$ cat src/rtl/wsfd_pkg.sv
`default_nettype none

package wsfd_pkg;

  // storage depth default and fixed field widths
  localparam int unsigned MAX_POINTS_DEF = 128;
  localparam int unsigned VAL_W          = 32;
  localparam int unsigned K_W            = 17;
  localparam int unsigned IDX_W          = 7;
  localparam int unsigned CFG_AW         = 4;
  localparam int unsigned CFG_DW         = 32;

  // squared courant number limit and reset value, q1.16, and the other register resets
  localparam logic [K_W-1:0] K_ONE       = 17'h10000;
  localparam logic [K_W-1:0] COURANT_RST = 17'd16384;
  localparam logic [7:0]     ACTIVE_RST  = 8'd128;
  localparam logic           DRIVEN_RST  = 1'b1;

  // register indexes (paddr[3:2])
  localparam logic [1:0] REG_COURANT = 2'd0;
  localparam logic [1:0] REG_ACTIVE  = 2'd1;
  localparam logic [1:0] REG_DRIVEN  = 2'd2;

  // opcodes
  localparam logic [1:0] OP_LOAD    = 2'd0;
  localparam logic [1:0] OP_ADVANCE = 2'd1;
  localparam logic [1:0] OP_READ    = 2'd2;

  typedef enum logic [1:0] {
    ST_IDLE,
    ST_RUN,
    ST_HOLD
  } state_t;

  typedef struct packed {
    logic [1:0]              opcode;
    logic [IDX_W-1:0]        point_index;
    logic signed [VAL_W-1:0] load_value;
    logic signed [VAL_W-1:0] drive_sample;
  } in_item_t;

  typedef struct packed {
    logic signed [VAL_W-1:0] read_value;
    logic                    clipped;
  } out_item_t;

  // per-item control handed to the update stage
  typedef struct packed {
    logic [1:0]              op;
    logic [IDX_W-1:0]        idx;
    logic signed [VAL_W-1:0] load_value;
    logic signed [VAL_W-1:0] drive;
    logic                    drv_en;
    logic [K_W-1:0]          k;
  } ctl_t;

endpackage

`default_nettype wire

$ cat src/rtl/wsfd_update.sv
`default_nettype none

module wsfd_update import wsfd_pkg::*; #(
  parameter int unsigned N  = MAX_POINTS_DEF,
  parameter int unsigned SW = $clog2(MAX_POINTS_DEF + 1)
) (
  input  logic                    clk,
  input  logic                    rst_n,
  input  logic                    shift_en,
  input  logic [SW-1:0]           step,
  input  logic [SW-1:0]           n_last,
  input  ctl_t                    ctl,
  input  logic signed [VAL_W-1:0] head_cur,
  input  logic signed [VAL_W-1:0] head_prev,
  input  logic signed [VAL_W-1:0] right_cur,
  output logic signed [VAL_W-1:0] tail_cur,
  output logic signed [VAL_W-1:0] tail_prev,
  output logic                    clip_now,
  output logic                    rd_hit,
  output logic signed [VAL_W-1:0] rd_data
);

  localparam int unsigned CW = (SW > IDX_W) ? SW : IDX_W;

  typedef struct packed {
    logic signed [VAL_W-1:0] cur_keep;
    logic signed [VAL_W-1:0] prev_new;
    logic signed [33:0]      base;
    logic signed [51:0]      prod;
  } pipe_t;

  pipe_t                   pipe_r, pipe_nxt;
  logic                    upd_r, upd_nxt;
  logic signed [VAL_W-1:0] left_r;

  logic                    is_point, adv, at_left, at_right, interior, right_end, idx_hit;
  logic signed [VAL_W-1:0] end_val, u, r;
  logic signed [33:0]      lap;
  logic signed [51:0]      rnd;
  logic signed [35:0]      sum;
  logic                    ovf_hi, ovf_lo;

  // stage 1: boundary forcing, laplacian, multiply by k
  always_comb begin
    is_point  = step < SW'(N);
    adv       = ctl.op == OP_ADVANCE;
    at_left   = step == '0;
    at_right  = step == n_last;
    interior  = !at_left && (step < n_last);
    right_end = step == (n_last - SW'(1));
    idx_hit   = CW'(step) == CW'(ctl.idx);
    end_val   = ctl.drv_en ? ctl.drive : '0;

    if (adv && at_left) begin
      u = '0;
    end else if (adv && at_right) begin
      u = end_val;
    end else begin
      u = head_cur;
    end
    r = (adv && right_end) ? end_val : right_cur;

    lap = $signed({{2{r[VAL_W-1]}}, r}) + $signed({{2{left_r[VAL_W-1]}}, left_r})
        - $signed({u[VAL_W-1], u, 1'b0});

    pipe_nxt.base = $signed({u[VAL_W-1], u, 1'b0})
                  - $signed({{2{head_prev[VAL_W-1]}}, head_prev});
    pipe_nxt.prod = 52'(lap) * 52'($signed({1'b0, ctl.k}));

    pipe_nxt.cur_keep = head_cur;
    pipe_nxt.prev_new = head_prev;
    upd_nxt           = 1'b0;
    if (is_point) begin
      if (ctl.op == OP_LOAD && idx_hit) begin
        pipe_nxt.cur_keep = ctl.load_value;
        pipe_nxt.prev_new = ctl.load_value;
      end else if (adv && (at_left || at_right)) begin
        pipe_nxt.cur_keep = u;
        pipe_nxt.prev_new = u;
      end else if (adv && interior) begin
        pipe_nxt.prev_new = u;
        upd_nxt           = 1'b1;
      end
    end

    rd_hit  = shift_en && ctl.op == OP_READ && is_point && idx_hit;
    rd_data = head_cur;
  end

  always_ff @(posedge clk) begin
    if (!rst_n) begin
      upd_r <= 1'b0;
    end else if (shift_en) begin
      upd_r <= upd_nxt;
    end
  end

  always_ff @(posedge clk) begin
    if (shift_en) begin
      pipe_r <= pipe_nxt;
      left_r <= u;
    end
  end

  // stage 2: round half up, add 2u - p, saturate
  always_comb begin
    rnd      = (pipe_r.prod + 52'sd32768) >>> 16;
    sum      = $signed({{2{pipe_r.base[33]}}, pipe_r.base}) + $signed(rnd[35:0]);
    ovf_hi   = sum > 36'sd2147483647;
    ovf_lo   = sum < -36'sd2147483648;
    if (!upd_r) begin
      tail_cur = pipe_r.cur_keep;
    end else if (ovf_hi) begin
      tail_cur = 32'sh7FFFFFFF;
    end else if (ovf_lo) begin
      tail_cur = 32'sh80000000;
    end else begin
      tail_cur = sum[VAL_W-1:0];
    end
    tail_prev = pipe_r.prev_new;
    clip_now  = upd_r && (ovf_hi || ovf_lo);
  end

endmodule

`default_nettype wire

$ cat config.mk
export PLATFORM = sky130hd
export DESIGN_NAME = wsfd_update
export DESIGN_NICKNAME = d
export VERILOG_FILES = /design/src/rtl/wsfd_pkg.sv /design/src/rtl/wsfd_update.sv
export SDC_FILE = /design/constraint.sdc
export NUM_CORES = 2
export LEC_CHECK = 0
export BUFFER_PORTS_ARGS = -buffer_cell sky130_fd_sc_hd__buf_2
export CAP_MARGIN = 20
export CORE_ASPECT_RATIO = 1.4
export CORE_MARGIN = 2
export CORE_UTILIZATION = 50
export CTS_CLUSTER_DIAMETER = 80
export CTS_CLUSTER_SIZE = 25
export DETAILED_ROUTE_END_ITERATION = 6
export PLACE_DENSITY = 0.75
export SLEW_MARGIN = 20
export SYNTH_ARGS = -nofsm -noshare
export SYNTH_HDL_FRONTEND = slang
export SYNTH_SLANG_ARGS = --single-unit
$ cat constraint.sdc
create_clock -name clk -period 14.33 [get_ports clk]
set_input_delay 0 -clock clk [delete_from_list [all_inputs] [get_ports clk]]
set_output_delay 0 -clock clk [all_outputs]
set_load 0.005 [all_outputs]
## After elaboration in Yosys (flattened, before gate mapping)

Cells that the tools add are included.

- Bits in writable memories: 0
- Latch bits: 0
- Output and inout bits: 98
- Bits in registers: 183
- ROM bits: 0
- Memories kept: 0

- Muxes and demuxes: 16
- Bitwise logic cells: 0
- $lt $le $gt $ge: 4
- Shift operators: 0
- Equality and inequality tests: 5
- Reductions and logical operators: 16
- Multipliers: 1
- Add/subtract/negate cells: 6
- Div/mod/pow operators: 0

Operators with widths:

| cell | number |
|---|---|
| two-way mux 32 bit | 10 |
| two-way mux 64 bit | 2 |
| adder 52 x 17 -> 52 bit (second input constant) | 1 |
| multiplier 34 x 18 -> 52 bit | 1 |
| adder 34 x 36 -> 36 bit | 1 |
| greater-than comparator 36 x 32 -> 1 bit (second input constant) | 1 |
| less-than comparator 36 x 32 -> 1 bit (second input constant) | 1 |
| subtractor 33 x 32 -> 34 bit | 1 |
| subtractor 33 x 33 -> 34 bit | 1 |
| adder 32 x 32 -> 33 bit | 1 |
| == test 8 bit | 2 |
| logical AND 1 bit | 11 |
| == test 8 x 7 -> 1 bit | 1 |
| logical NOT 8 bit | 1 |
| less-than comparator 8 bit | 1 |
| less-than comparator 8 bit (second input constant) | 1 |
| subtractor 8 x 1 -> 8 bit (second input constant) | 1 |
| two-way mux 1 bit | 4 |
| == test 2 x 1 -> 1 bit (second input constant) | 1 |
| == test 2 bit (second input constant) | 1 |
| logical NOT 2 bit | 1 |
| logical OR 1 bit | 2 |
| logical NOT 1 bit | 1 |

## Logic depth before layout (Yosys ltp)

- Depth in word-level cells: 8
- Gate-level depth with buffers: 47
- Gate-level depth less buffers: 45

## Worst setup path after synthesis

OpenSTA, ideal clock, no wires.

- Path kind: input to register
- Start point: input n_last[0]
- End point: register pipe_r[51] (netlist bit) (data pin)
- Data required time: 14.064 ns
- Arrival time: 9.939 ns
- Stages on the path: 42
- Path slack: 4.125 ns
- Cell sequence: inv_1 -> ha_1 -> xnor2_1 -> nor4_1 -> o21ai_0 -> a2111oi_1 -> clkbuf_1 -> mux2i_1 -> fa_1 -> inv_1 -> ha_1 -> a21o_1 -> a31o_2 -> a41oi_1 -> nor2b_1 -> o21a_1 -> o21ai_0 -> nand2b_1 -> [... 6 more ...] -> fa_1 -> fa_1 -> inv_1 -> fa_1 -> inv_1 -> fa_1 -> fa_1 -> ha_1 -> a21o_1 -> a21o_1 -> a21oi_1 -> o211ai_1 -> o211ai_2 -> o31ai_2 -> a2111oi_4 -> nor2_1 -> o41ai_1 -> xnor2_1

RTL lines:

| element | line | text |
|---|---|---|
| from (decl) | wsfd_update.sv:11 | `input logic [SW-1:0] n_last,` |
| to (signal assigned) | wsfd_update.sv:100 | `pipe_r <= pipe_nxt;` |
| to (decl) | wsfd_update.sv:32 | `pipe_t pipe_r, pipe_nxt;` |

==> results.cfg <==
[status]
outcome = finished with violations
violations = design-rule violations

[worst_setup_path]
critPathMaxStageDelay_ns = 0.81
cp.required_ns = 14.53
cp.buffers_inverters = 5
worst-setup-path-type = in -> reg
cp_common_cell = fa_1
cp_top_family = adder cells
crit_arrival_ns = 12.25
crit_path_end_kind = flop
crit_slowest_cell = nor2b_2
path_max_fanout = 60
cp-start-kind = input pin

[cells_and_area]
drive_above_1_share_pct = 10.5
fill_cells = 6182
area_growth_pct = 9.71
regArea_um2 = 5030
finalNetCount = 5224
final_design_area_no_fill_um2 = 39000
multi_input_area_um2 = 26300

[detailed_routing]
wl_mm = 105
ant_nets = 0
vias_per_cell = 5.63
firstDrtPassIters = 7
drt_iter0_drc = 2228
drc_errors = 11
vias = 29100
routedWlPerCell_um = 20.3

[floorplan]
io_pins = 304
die_width_um = 229
die_area_um2 = 73300
num_rows = 115
fp.dieH_um = 319
start_util_pct = 50.5
coreArea_um2 = 70400

[timing]
finalSetupViolations = 0
fin_setup_tns_ns = 0
relSlewSlack_pct = 19.1
fin_crit_ns = 12.05
worstMarginPinSlew_ns = 1.21
maxSlewViolCount = 0
hold_viol = 0
layout_setup_ws_ns = 2.28
rsz0062_at_grt = no
skew_ns = 0.0209
fmax_ghz = 0.0830
min_period_over_period_pct = 84.1

[global_route]
grt-ovfl-total = 0
grt_use_total_pct = 29.0
gr-usage-met1_pct = 33.0
grt_pass1_vias = 30900
grt-busiest-layer = met2
grt_pass1_wl_mm = 166
use_met2_pct = 52.6
use_met3_pct = 3.62
grt_max_degree = 95
antenna_found_initial = 4

[place]
dpl_cell_area_um2 = 37500
hpwl_mm = 81.6
dp_slack_ns = 1.90
routabilityCongestion = 0.936
portBuffers = 303

[clocking]
clk_pin_slew_worst_paths_ns = 0.07
cts_buffer_depth = 2
htreeDepth = 4
clock-sinks = 168
numCtsBuffers = 17
cts_resized = 0
post_cts_buffers = 0
root_buffer = clkbuf_16
cts_tree = done
clkLatencyLatePin_ns = 0.47

[logic_synthesis]
ys_ff_latch = 168
yosysTopAreaCell = fa_1
synth_common_cells = 819 x inv_1, 577 x fa_1, 480 x nand2_1
synth_xor_area_share_pct = 4.70
synth.most_common_cell = inv_1
yosys-mux-area-fraction_pct = 1.83
yosys.area_share.simple_pct = 15.2
synthesis.nets = 5008
synth_cell_types = 96
yosysWarningCount = 0
synth_top_family_by_area = adder cells
synth_compound_area_share_pct = 11.2
yosysSeqAreaShare_pct = 14.2
syn_area_per_cell_um2 = 8.90
synth_ff_type = edfxtp_1
async_reset_ff_share_pct = 0
synth_fa_ha_area_share_pct = 40.7
netlist_area_um2 = 35500
synth-edff-count = 167
synth.area.top_cells = fa_1 32%, edfxtp_1 14%, inv_1 8.6%, ha_1 8.1%, nand2_1 5.1%
synth_top_area_share_pct = 32.5
postSynthCellCount = 3995

[hold_path]
hp-class = in -> reg

[run]
drv_cap = 0
## per-layer routing
| metal | share of wire [%] | up-vias | wire length, um |
|---|---|---|---|
| li1 | - | 13000 | - |
| met1 | 37 | 14400 | 38500 |
| met2 | 51 | 1305 | 53800 |
| met3 | 6.3 | 364 | 6570 |
| met4 | 5.8 | 2 | 6030 |
| met5 | 0.0067 | - | 7 |
## area by class of cell
| class | count | share of cell area [%] |
|---|---|---|
| repair buffers | 452 | 7.40 |
| diodes | 3 | 0.0192 |
| well taps | 936 | 3.00 |
| multi-input cells | 2752 | 67.3 |
| clock buffers | 19 | 1.11 |
| clock inverters | 12 | 0.324 |
| inverters | 820 | 7.89 |
| flip-flops and latches | 168 | 12.9 |
## registers in the layout (all words and copies together), names as in the netlist
register   cells
left_r        32
pipe_r       103
tail_prev     32
upd_r          1
## stage by stage
stage	utilization (%)	instances	hold WS [ns]
global route	55.4	5162	0.00434
CTS	55.4	5159	0.000913
global placement	53.2	5030	0.202
detailed placement	53.2	5030	0.201
floorplan	-	3995	0.0770
finish	55.4	5162	0.0232
## path summary, 6_finish.rpt
kind	start	to	slack [ns]	cells past startpoint
max	step[7]	pipe_r[44]	2.28	36
min	ctl[77]	pipe_r[145]	0.02	3
max reg2reg	left_r[2]	pipe_r[44]	4.53	31
min reg2reg	upd_r	upd_r	0.91	3
## cell families after synthesis
group,after synthesis
buf+inv,1075
simple gates,1095
fa+ha+maj,810
compound gates,592
xor+xnor,190
flops,168
mux,65
## layout by cell type, fill, tap and decap left out, types with 12 or more instances in the layout
master         instances
ha_1                 230
nor4b_1               18
a22oi_1               32
nand2b_1              22
edfxtp_1             167
a31oi_1               13
a311oi_1              12
nand2_1              480
mux2i_1               64
clkbuf_16             17
nand3b_1              19
nor3_1                27
o21bai_1              12
a32o_1                19
nand4_1               20
a21o_1                60
inv_1                819
buf_2                302
xor2_1                46
and2_1               246
nor2b_1               31
nor2_1               101
dlygate4sd3_1         98
and3_1                19
o21a_1                26
a22o_1                13
fa_1                 577
xnor2_1              134
o21ai_0              153
buf_4                 51
o22ai_1               25
a21oi_1              127
nand3_1               69
## repair_timing
| action | CTS | global route |
|---|---|---|
| endpoints found under the hold margin | 64 | 0 |
| hold buffers | 98 | 0 |
| endpoints found under the setup margin | 0 | 0 |
## worst reg2reg max path: cells and delay by family (launching register included)
kind	cells	cell delay, ns
fa+ha+maj	9	4.28
compound gates	12	3.37
xor+xnor	2	0.85
simple gates	3	0.45
flops	1	0.34
buf+inv	5	0.25
Power is not shown: default switching activity piles up to over one toggle a cycle in this logic, so the estimate is an artifact.
