`src/rtl/wsfd_pkg.sv`:
```
`default_nettype none

package wsfd_pkg;

  // storage depth default and fixed field widths
  localparam int unsigned MAX_POINTS_DEF = 128;
  localparam int unsigned VAL_W          = 32;
  localparam int unsigned K_W            = 17;
  localparam int unsigned IDX_W          = 7;
  localparam int unsigned CFG_AW         = 4;
  localparam int unsigned CFG_DW         = 32;

  // squared courant number limit and reset value, q1.16, and the other register resets
  localparam logic [K_W-1:0] K_ONE       = 17'h10000;
  localparam logic [K_W-1:0] COURANT_RST = 17'd16384;
  localparam logic [7:0]     ACTIVE_RST  = 8'd128;
  localparam logic           DRIVEN_RST  = 1'b1;

  // register indexes (paddr[3:2])
  localparam logic [1:0] REG_COURANT = 2'd0;
  localparam logic [1:0] REG_ACTIVE  = 2'd1;
  localparam logic [1:0] REG_DRIVEN  = 2'd2;

  // opcodes
  localparam logic [1:0] OP_LOAD    = 2'd0;
  localparam logic [1:0] OP_ADVANCE = 2'd1;
  localparam logic [1:0] OP_READ    = 2'd2;

  typedef enum logic [1:0] {
    ST_IDLE,
    ST_RUN,
    ST_HOLD
  } state_t;

  typedef struct packed {
    logic [1:0]              opcode;
    logic [IDX_W-1:0]        point_index;
    logic signed [VAL_W-1:0] load_value;
    logic signed [VAL_W-1:0] drive_sample;
  } in_item_t;

  typedef struct packed {
    logic signed [VAL_W-1:0] read_value;
    logic                    clipped;
  } out_item_t;

  // per-item control handed to the update stage
  typedef struct packed {
    logic [1:0]              op;
    logic [IDX_W-1:0]        idx;
    logic signed [VAL_W-1:0] load_value;
    logic signed [VAL_W-1:0] drive;
    logic                    drv_en;
    logic [K_W-1:0]          k;
  } ctl_t;

endpackage

`default_nettype wire

```
`src/rtl/wsfd_cell.sv`:
```
`default_nettype none

module wsfd_cell import wsfd_pkg::*; (
  input  logic                    clk,
  input  logic                    rst_n,
  input  logic                    shift_en,
  input  logic signed [VAL_W-1:0] cur_in,
  input  logic signed [VAL_W-1:0] prev_in,
  output logic signed [VAL_W-1:0] cur_out,
  output logic signed [VAL_W-1:0] prev_out
);

  logic signed [VAL_W-1:0] cur_r;
  logic signed [VAL_W-1:0] prev_r;

  // one string point: current and previous displacement
  always_ff @(posedge clk) begin
    if (!rst_n) begin
      cur_r  <= '0;
      prev_r <= '0;
    end else if (shift_en) begin
      cur_r  <= cur_in;
      prev_r <= prev_in;
    end
  end

  assign cur_out  = cur_r;
  assign prev_out = prev_r;

endmodule

`default_nettype wire

```
`config.mk`:
```
export PLATFORM = sky130hd
export DESIGN_NAME = wsfd_cell
export DESIGN_NICKNAME = d
export VERILOG_FILES = /design/src/rtl/wsfd_pkg.sv /design/src/rtl/wsfd_cell.sv
export SDC_FILE = /design/constraint.sdc
export NUM_CORES = 1
export LEC_CHECK = 0
export CAP_MARGIN = 15
export CORE_MARGIN = 3
export CORE_UTILIZATION = 45
export CTS_CLUSTER_DIAMETER = 30
export DETAILED_ROUTE_END_ITERATION = 16
export DONT_BUFFER_PORTS = 1
export HOLD_SLACK_MARGIN = 0.03
export PLACE_DENSITY = 0.64
export SYNTH_ARGS = -nofsm -noshare
export SYNTH_HDL_FRONTEND = slang
export SYNTH_SLANG_ARGS = --single-unit
```
`constraint.sdc`:
```
create_clock -name clk -period 0.8 [get_ports clk]
set_clock_uncertainty 0.2 [all_clocks]
set_input_delay 0.04 -clock clk [delete_from_list [all_inputs] [get_ports clk]]
set_output_delay 0.04 -clock clk [all_outputs]
set_load 0.005 [all_outputs]
```
; ---- Word-level counts from Yosys, hierarchy flattened
; Index checks and enable logic that the tools add are counted.
[op_classes]
n_addsub = 0
muxes = 0
bitwise = 0
n_shift = 0
reduce_logical = 0
n_mul = 0
n_eq_ne = 0
div_mod_pow = 0
magnitude_cmp = 0
[totals]
input_bits = 67
ram_bits = 0
mem_count = 0
register_bits = 64
romBits = 0
latch_bits = 0

; ---- Logic depth before layout (Yosys ltp)
; Gate-level depths: netlist of the first run.
[logic_depth]
word_depth = 0
ltp_mapped = 4

; ---- Worst setup path before layout of the first run
; OpenSTA, ideal clock, no wires.
[synth_timing]
path_kind = input to register
startpoint = in shift_en
endpoint = reg cur_r[0], in the netlist cur_out[0]
cell_stages = 4
setup_slack_ps = -89
t_arrival_ps = 573
n_path_buf = 2
required_time_ps = 484
cell_sequence = buf_6 -> buf_8 -> mux2i_1 -> nor2b_1
[synth_lines]
columns = item, line
row1 = "start, declared", wsfd_cell.sv:6  ; input logic shift_en,
row2 = "end signal, assigned", wsfd_cell.sv:22  ; cur_r <= cur_in;
row3 = "end, declared", wsfd_cell.sv:13  ; logic signed [VAL_W-1:0] cur_r;

; ---- Worst setup path in the final report of the first run
[layout_timing]
startpoint = reg prev_r[14], in the netlist prev_out[14]
endpoint = out prev_out[14]
[layout_lines]
columns = item, line
row1 = "start, declared", wsfd_cell.sv:14  ; logic signed [VAL_W-1:0] prev_r;
row2 = "start signal, assigned", wsfd_cell.sv:23  ; prev_r <= prev_in;
row3 = "end, declared", wsfd_cell.sv:10  ; output logic signed [VAL_W-1:0] prev_out
; No word-level cell between the ends.

==> flow_summary.toml, run 1 <==
[drt]
drtPass1Iterations = 3
route.antenna.remaining_nets = 0
routedWlPerCell_um = 16.4
drt_iter0_drc = 41
routed_wl_mm = 5.71
vias = 1652
vias_per_cell = 4.73
drc = 0

[setup_path]
cp_num_buf_inv = 1
crit_path_end_kind = "output port"
critPathMaxFanout = 2
path_cells = "buf_6"
cp_slowest_cell = "dfxtp_2"
crit_path_start_kind = "flip-flop"
max_stage_delay_ns = 0.35
crit_required_ns = 0.56
crit_type = "flip-flop to output port"
arrival_ns = 0.76
cpLargestDelayFamily = "flip-flops"

[cells_and_area]
diodes = 0
drive_gt1_share_pct = 54.1
final_nets = 344
areaGrowthSynthToFinish_pct = 42.3
final_cells = 349
nFillCells = 388

[power_and_ir_drop]
p_sw_share_pct = 21.2
combPwrFrac_pct = 12.6
power.density_mw_per_mm2 = 1920
vdd_drop_max_mv = 1.37
cellLeakagePower_nw = 1.57
pwr-share-seq_pct = 53.2
power_frac_clock_pct = 34.2
power.switching_mw = 1.42
p_int_mw = 5.27

[clocking]
cts_tree = "done"
clk_latency_ns = 0.31
cts_num_sinks = 64
clk_pin_slew_ns = 0.07
htree_levels = 3
cts-buffers-inserted = 9
root_buffer = "clkbuf_8"
clockBufferDepth = 2

[sta]
tightest_slew_ns = 0.172
slew_violations = 0
max_freq_mhz = 1000
rsz0062_at_grt = "true"
worst_hold_slack_ns = -0.341
tns_ns = -14.23
period_needed_ns = 1.00
finalHoldViolCount = 64
timing.final.ws_setup_ns = -0.200
slew_headroom_pct = 88.2
period_share_pct = 125
setup_viol_count_final = 121

[synthesis]
synthAdderAreaFrac_pct = 0
avgSynthCellArea_um2 = 11.9
synth.top_cell.area_share_pct = 52.3
synth_cells = 206
ys_ff_latch = 64
synth-simple-area-share_pct = 16.3
yosysUniqueCellTypes = 7
synth_edf_count = 0
yosysSeqAreaShare_pct = 52.3
synth-xor-area-share_pct = 0
synth_compound_area_share_pct = 0
synth_ff_type = "dfxtp_1"
async_reset_ff_share_pct = 0
synth_top_area_cell = "dfxtp_1"
yosys_warnings = 0
synthTopCellsByArea = "dfxtp_1, mux2i_1, nor2b_1"
synth_commonest_cells = "dfxtp_1, mux2i_1, nor2b_1, buf_8, clkbuf_1"
postSynthNetCount = 273
muxShareOfSynthArea_pct = 26.1
synth_top_family_by_area = "multiplexers"
netlist_area_mm2 = 0.00245

[global_route]
grtUsageTotal_pct = 18.2
grt_antenna_before_repair = 0
grt_max_degree = 65
globalRouteOverflowTotal = 0
grt_first_pass_wirelength_mm = 8.95
grt_pass1_vias = 1785

[placement]
place_ws_ns = -0.0703
dp.final_hpwl_mm = 3.75
dp_cells = 326
portBuffers = 0
gp_congestion = 0.675

[status]
status = "finished with violations"
violations = "negative hold slack, negative setup slack"

[floorplanning]
initial_utilization_pct = 47.4
die_area_mm2 = 0.00637
coreArea_mm2 = 0.00517
die_h_um = 79.8
num_rows = 26
dieWidth_um = 79.8
boundaryPins = 131

[job]
max-cap-violations = 0

[min_path]
hp-class = "primary input to flip-flop"
[repair_timing]
| action | in CTS | in global routing |
|---|---|---|
| endpoints found under the hold margin | 64 | 64 |
| setup endpoints to repair | 105 | 128 |
| setup buffers | 8 | 2 |
| gates resized for setup | 132 | 7 |
[stage by stage]
stage	power, mW	hold WS (ns)	utilization (%)	instance area [µm²]
finish	6.69	-0.341	67.4	3490
global route	7.00	-0.351	67.4	3490
CTS	6.74	-0.361	66.6	3450
detailed placement	4.22	-0.0225	55.9	2890
global placement	4.18	-0.0275	55.9	2890
floorplan	4.02	0.00948	-	2460
[flip-flops by register name, indices dropped and copies added (netlist names)]
signal and cells:
prev_out 32, cur_out 32
[placed cells by master, fill, tap and decap left out, drive strengths merged]
cell type / Yosys / layout
clkinv: 0 / 1
buf: 7 / 74
dfxtp: 64 / 64
mux2i: 64 / 64
clkbuf: 7 / 12
nor2b: 64 / 64
[cell type report]
| class | instances | area, µm² | share of cell area [%] |
|---|---|---|---|
| flip-flops and latches | 64 | 1360 | 39.0 |
| multi-input cells | 128 | 1040 | 30.0 |
| repair buffers | 74 | 833 | 23.9 |
| clock buffers | 12 | 155 | 4.45 |
| well taps | 70 | 87.6 | 2.51 |
| clock inverters | 1 | 5.00 | 0.144 |
[per-layer routing]
metal  up-vias  global-route usage [%]  share of wire [%]
li1        820                       -                  -
met1       756                    19.5                 37
met2        71                    33.6                 55
met3         5                    5.30                7.1
met5         -                       0                  0
met4         0                    6.59               0.70
[cells by family after synthesis]
group	after synthesis
and+or+nand+nor	64
muxes	64
buffers and inverters	14
DFF	64
[worst paths after layout]
check	from	endpoint	slack, ns	cells past startpoint
hold / removal	rst_n	prev_out[28]	-0.34	1
hold reg to reg	prev_out[0]	prev_out[0]	0.32	2
setup reg to reg	prev_out[17]	prev_out[17]	-0.18	3
setup / recovery	prev_out[14]	prev_out[14]	-0.20	1
[power by group through the flow]
stage	clock, mW	sequential, mW	combinational, mW
floorplan	0	3.56	0.463
global route	2.51	3.58	0.914
global placement	0	3.53	0.647
CTS	2.36	3.55	0.825
finish	2.29	3.56	0.841
detailed placement	0	3.55	0.673
Power figures use the tool's default switching activity.
==> inputs of run 2 (changes only) <==
GPL_ROUTABILITY_DRIVEN = 1   (was unset)
MAX_ROUTING_LAYER = met4   (was unset)
==> run 2 against run 1 <==
  * The flow still finishes with violations (negative hold slack, negative setup slack)
  * Sequential share of layout area unchanged
  * First-iteration DRC count decreased by 4.9%
  * Count of clock-buffer cells in the layout unchanged
  * Non-clock buffer count unchanged
  * Power about the same
  * Global-route usage increased by 0.49 points
  * Sequential power about the same
  * Critical path type unchanged
  * Highest routed layer unchanged
==> flow_summary.toml, run 2 (same netlist as run 1, synthesis figures left out) <==
[cells_and_area]
nFillCells = 388
drive_gt1_share_pct = 54.1
mostFrequentLayoutCells = "buf_6, nor2b_1, dfxtp_2"
final_common_cell = "buf_6"
areaGrowthSynthToFinish_pct = 42.3
final_nets = 344
diodes = 0

[sta]
period_needed_ns = 1.00
slew_violations = 0
period_share_pct = 125
worst_hold_slack_ns = -0.341
tightest_slew_ns = 0.172
slew_headroom_pct = 88.2
finalHoldViolCount = 64
max_freq_mhz = 1000
timing.final.ws_setup_ns = -0.200
rsz0062_at_grt = "true"
setup_viol_count_final = 121

[clocking]
clockBufferDepth = 2
cts_num_sinks = 64
htree_levels = 3
cts_tree = "done"
clk_latency_ns = 0.31
root_buffer = "clkbuf_8"
cts-buffers-inserted = 9
clk_pin_slew_ns = 0.07

[setup_path]
crit_type = "flip-flop to output port"
crit_path_end_kind = "output port"
cp_slowest_cell = "dfxtp_2"
rr_endpoint = "prev_out[17]"
max_stage_delay_ns = 0.35
cp_num_buf_inv = 1
critPathMaxFanout = 2
path_cells = "buf_6"
r2r_cells = 3
crit_path_start_kind = "flip-flop"
r2r_start = "prev_out[17]"
r2r_slack_ns = -0.18
cpLargestDelayFamily = "flip-flops"
crit_required_ns = 0.56
arrival_ns = 0.76

[drt]
drt_iter0_drc = 39
drc = 0
vias = 1658
routed_wl_mm = 5.73
route.antenna.remaining_nets = 0
drtPass1Iterations = 3
routedWlPerCell_um = 16.4
vias_per_cell = 4.75

[floorplanning]
num_rows = 26
die_h_um = 79.8
boundaryPins = 131
die_area_mm2 = 0.00637
initial_utilization_pct = 47.4
coreArea_mm2 = 0.00517
dieWidth_um = 79.8

[global_route]
grt_antenna_before_repair = 0
grt_first_pass_wirelength_mm = 8.93
grtUsageTotal_pct = 18.7
globalRouteOverflowTotal = 0
grt_pass1_vias = 1787
grt_max_degree = 65

[status]
violations = "negative hold slack, negative setup slack"
status = "finished with violations"

[power_and_ir_drop]
pwr-share-seq_pct = 53.2
combPwrFrac_pct = 12.6
p_sw_share_pct = 21.3
power.density_mw_per_mm2 = 1920
vdd_drop_max_mv = 1.37
cellLeakagePower_nw = 1.57
power_frac_clock_pct = 34.3
p_int_mw = 5.27
power.switching_mw = 1.42

[min_path]
min_to = "prev_out[28]"
hold-path-cell-count = 1
worstHoldStart = "rst_n"
hp-class = "primary input to flip-flop"

[placement]
dp.final_hpwl_mm = 3.75
place_ws_ns = -0.0703
portBuffers = 0
gp_congestion = 0.682

[job]
max-cap-violations = 0
==> run 2: cell counts in the layout (fill, tap and decap cells not counted) <==
No cell type changed its count.
==> run 2: final cells by class <==
cell class / count / area [µm²] / share of cell area, %
tap: 70 / 87.6 / 2.51
sequential: 64 / 1360 / 39.0
clock buffer: 12 / 155 / 4.45
clock inverter: 1 / 5.00 / 0.144
timing repair buffer: 74 / 833 / 23.9
multi-input combinational: 128 / 1040 / 30.0
==> run 2: power groups by stage <==
stage	Sequential [mW]	Combinational (mW)	Clock [mW]
3_5_place_dp	3.55	0.673	0
5_1_grt	3.58	0.916	2.51
6_report	3.56	0.842	2.29
2_1_floorplan	3.56	0.463	0
4_1_cts	3.55	0.825	2.36
3_3_place_gp	3.53	0.647	0
==> run 2: routing by layer <==
metal | up-vias | wire [µm] | global-route usage, %
met3 | 5 | 395 | 5.19
met5 | - | 0 | -
met4 | 0 | 40 | 6.59
li1 | 820 | - | -
met2 | 71 | 3150 | 33.6
met1 | 762 | 2140 | 19.6
==> run 2: worst max-delay path by stage <==
stage | start | to | slack (ns) | cells after the start
after floorplan | shift_en | cur_out[0] | -0.05 | 4
after global placement | cur_out[20] | cur_out[20] | 0.009 | 2
final | prev_out[14] | prev_out[14] | -0.20 | 1
after global routing | prev_out[15] | prev_out[15] | -0.24 | 1
after CTS | cur_out[6] | cur_out[6] | -0.21 | 1
after detailed placement | prev_out[8] | prev_out[8] | -0.07 | 2
==> run 2: what timing repair did <==
action,in CTS,in global routing
setup buffers,8,2
pin swaps,0,0
endpoints found under the setup margin,105,128
hold endpoints to repair,64,64
gates resized for setup,132,7
cloned,0,0
==> run 2: metrics by stage <==
step	utilization (%)	std cells	cell area (µm²)	TNS, ns	power, mW
5_1_grt	67.4	349	3490	-18.85	7.00
6_report	67.4	349	3490	-14.26	6.70
4_1_cts	66.6	347	3450	-15.11	6.74
3_3_place_gp	55.9	326	2890	0	4.18
2_1_floorplan	-	206	2460	-2.75	4.02
3_5_place_dp	55.9	326	2890	-0.450	4.22
==> inputs of run 3 (changes only) <==
CORE_UTILIZATION = 50   (was 45)
PLACE_DENSITY = 0.7   (was 0.64)
RECOVER_POWER = 100   (was unset)
==> run 3 against run 2 <==
  * The run still ends with negative hold slack, negative setup slack left
  * Worst hold slack got worse by 0.016 ns
  * Combinational power rose by 1%
  * Die area fell by 9.3%
  * Critical path type unchanged
  * Critical endpoint is now prev_out[4]
==> flow_summary.toml, run 3 (same netlist as run 1, synthesis figures left out) <==
[status]
status = "finished with violations"
violations = "negative hold slack, negative setup slack"

[global_route]
grt_first_pass_wirelength_mm = 8.96
grt_antenna_before_repair = 0
globalRouteOverflowTotal = 0
grtUsageTotal_pct = 20.7
grt_pass1_vias = 1779
grt_max_degree = 65

[sta]
tightest_slew_ns = 0.209
period_needed_ns = 1.02
timing.final.ws_setup_ns = -0.223
slew_violations = 0
finalHoldViolCount = 64
tns_ns = -15.58
rsz0062_at_grt = "true"
setup_viol_count_final = 123
period_share_pct = 128
max_freq_mhz = 978
slew_headroom_pct = 85.7
worst_hold_slack_ns = -0.357

[setup_path]
crit_required_ns = 0.56
critPathMaxFanout = 2
crit_type = "flip-flop to output port"
cp_num_buf_inv = 1
critPathLaunch = "prev_out[4]"
cp_slowest_cell = "dfxtp_2"
cpLargestDelayFamily = "flip-flops"
r2r_start = "prev_out[28]"
arrival_ns = 0.78
crit_path_start_kind = "flip-flop"
crit_path_end_kind = "output port"
path_cells = "buf_6"
max_stage_delay_ns = 0.35

[drt]
vias_per_cell = 4.81
vias = 1674
drt_iter0_drc = 43
routed_wl_mm = 5.91
drtPass1Iterations = 4
routedWlPerCell_um = 17.0
drc = 0
route.antenna.remaining_nets = 0

[power_and_ir_drop]
power.density_mw_per_mm2 = 1970
vdd_drop_max_mv = 1.37
cellLeakagePower_nw = 1.59

[cells_and_area]
fin_area_mm2 = 0.00352
final_nets = 345
areaGrowthSynthToFinish_pct = 43.6
final_common_cell = "buf_6"
mostFrequentLayoutCells = "buf_6, nor2b_1, dfxtp_2"
nFillCells = 301
drive_gt1_share_pct = 55.1
final_util_pct = 77.6
diodes = 0

[min_path]
hp-class = "primary input to flip-flop"
worstHoldStart = "rst_n"

[clocking]
htree_levels = 3
cts_tree = "done"
root_buffer = "clkbuf_8"
clk_pin_slew_ns = 0.07
clk_latency_ns = 0.33
cts_num_sinks = 64
clockBufferDepth = 2
cts-buffers-inserted = 9

[placement]
place_ws_ns = -0.0413
gp_congestion = 0.725
place_area_mm2 = 0.00288
dp.final_hpwl_mm = 3.64
portBuffers = 0

[floorplanning]
dieWidth_um = 76.0
die_h_um = 76.0
die_area_mm2 = 0.00578
boundaryPins = 131
num_rows = 24
coreArea_mm2 = 0.00453
initial_utilization_pct = 54.1

[job]
max-cap-violations = 0
## run 3: cell count changes in the layout (fill, tap and decap cells not counted)
cell,previous run,this run
mux2i_2,1,2
clkbuf_8,11,12
clkinv_2,1,3
buf_6,74,75
mux2i_1,63,62
## run 3: layer usage
layer	global-route usage, %	part of all wire (%)	vias to the layer above	wire length (µm)
li1	-	-	819	-
met1	21.2	37	776	2210
met2	36.1	55	71	3220
met3	5.56	5.9	8	350
met4	11.1	2.1	0	125
met5	-	0	-	0
## run 3: what timing repair did
action | in CTS | in global routing
setup buffers | 6 | 5
resized for setup | 134 | 7
endpoints found under the hold margin | 64 | 64
endpoints found under the setup margin | 105 | 128
## run 3: path summary, 6_finish.rpt
check	to	slack, ns	cells past startpoint
hold reg to reg	cur_out[22]	0.32	2
hold / removal	prev_out[17]	-0.36	1
setup / recovery	prev_out[4]	-0.22	1
setup reg to reg	prev_out[28]	-0.21	3
## run 3: power breakdown
| part | leakage [nW] | switching (mW) | total [mW] | internal, mW |
|---|---|---|---|---|
| combinational | 0.943 | 0.231 | 0.852 | 0.622 |
| sequential | 0.551 | 0.142 | 3.56 | 3.42 |
| clock | 0.0992 | 1.16 | 2.53 | 1.36 |
## run 3: final cells by class
| cell class | count | area, µm² | share of cell area [%] |
|---|---|---|---|
| Clock buffer | 13 | 169 | 4.80 |
| Tap cell | 65 | 81.3 | 2.31 |
| Multi-Input combinational cell | 128 | 1050 | 29.8 |
| Sequential cell | 64 | 1360 | 38.7 |
| Timing Repair Buffer | 75 | 845 | 24.0 |
| Clock inverter | 3 | 15.0 | 0.427 |
## run 3: worst register-to-register path, cell delays in order (launching register included)
cell     delay [ns]
dfxtp_2        0.33
buf_6          0.11
mux2i_1        0.18
nor2b_1        0.08
## run 3: through the flow
step           power (mW)  cells  hold slack, ns
4_1_cts              6.93    343          -0.371
6_report             6.94    348          -0.357
2_1_floorplan        4.02    206         0.00948
3_5_place_dp         4.21    321         -0.0217
3_3_place_gp         4.18    321         -0.0254
5_1_grt              7.24    348          -0.369
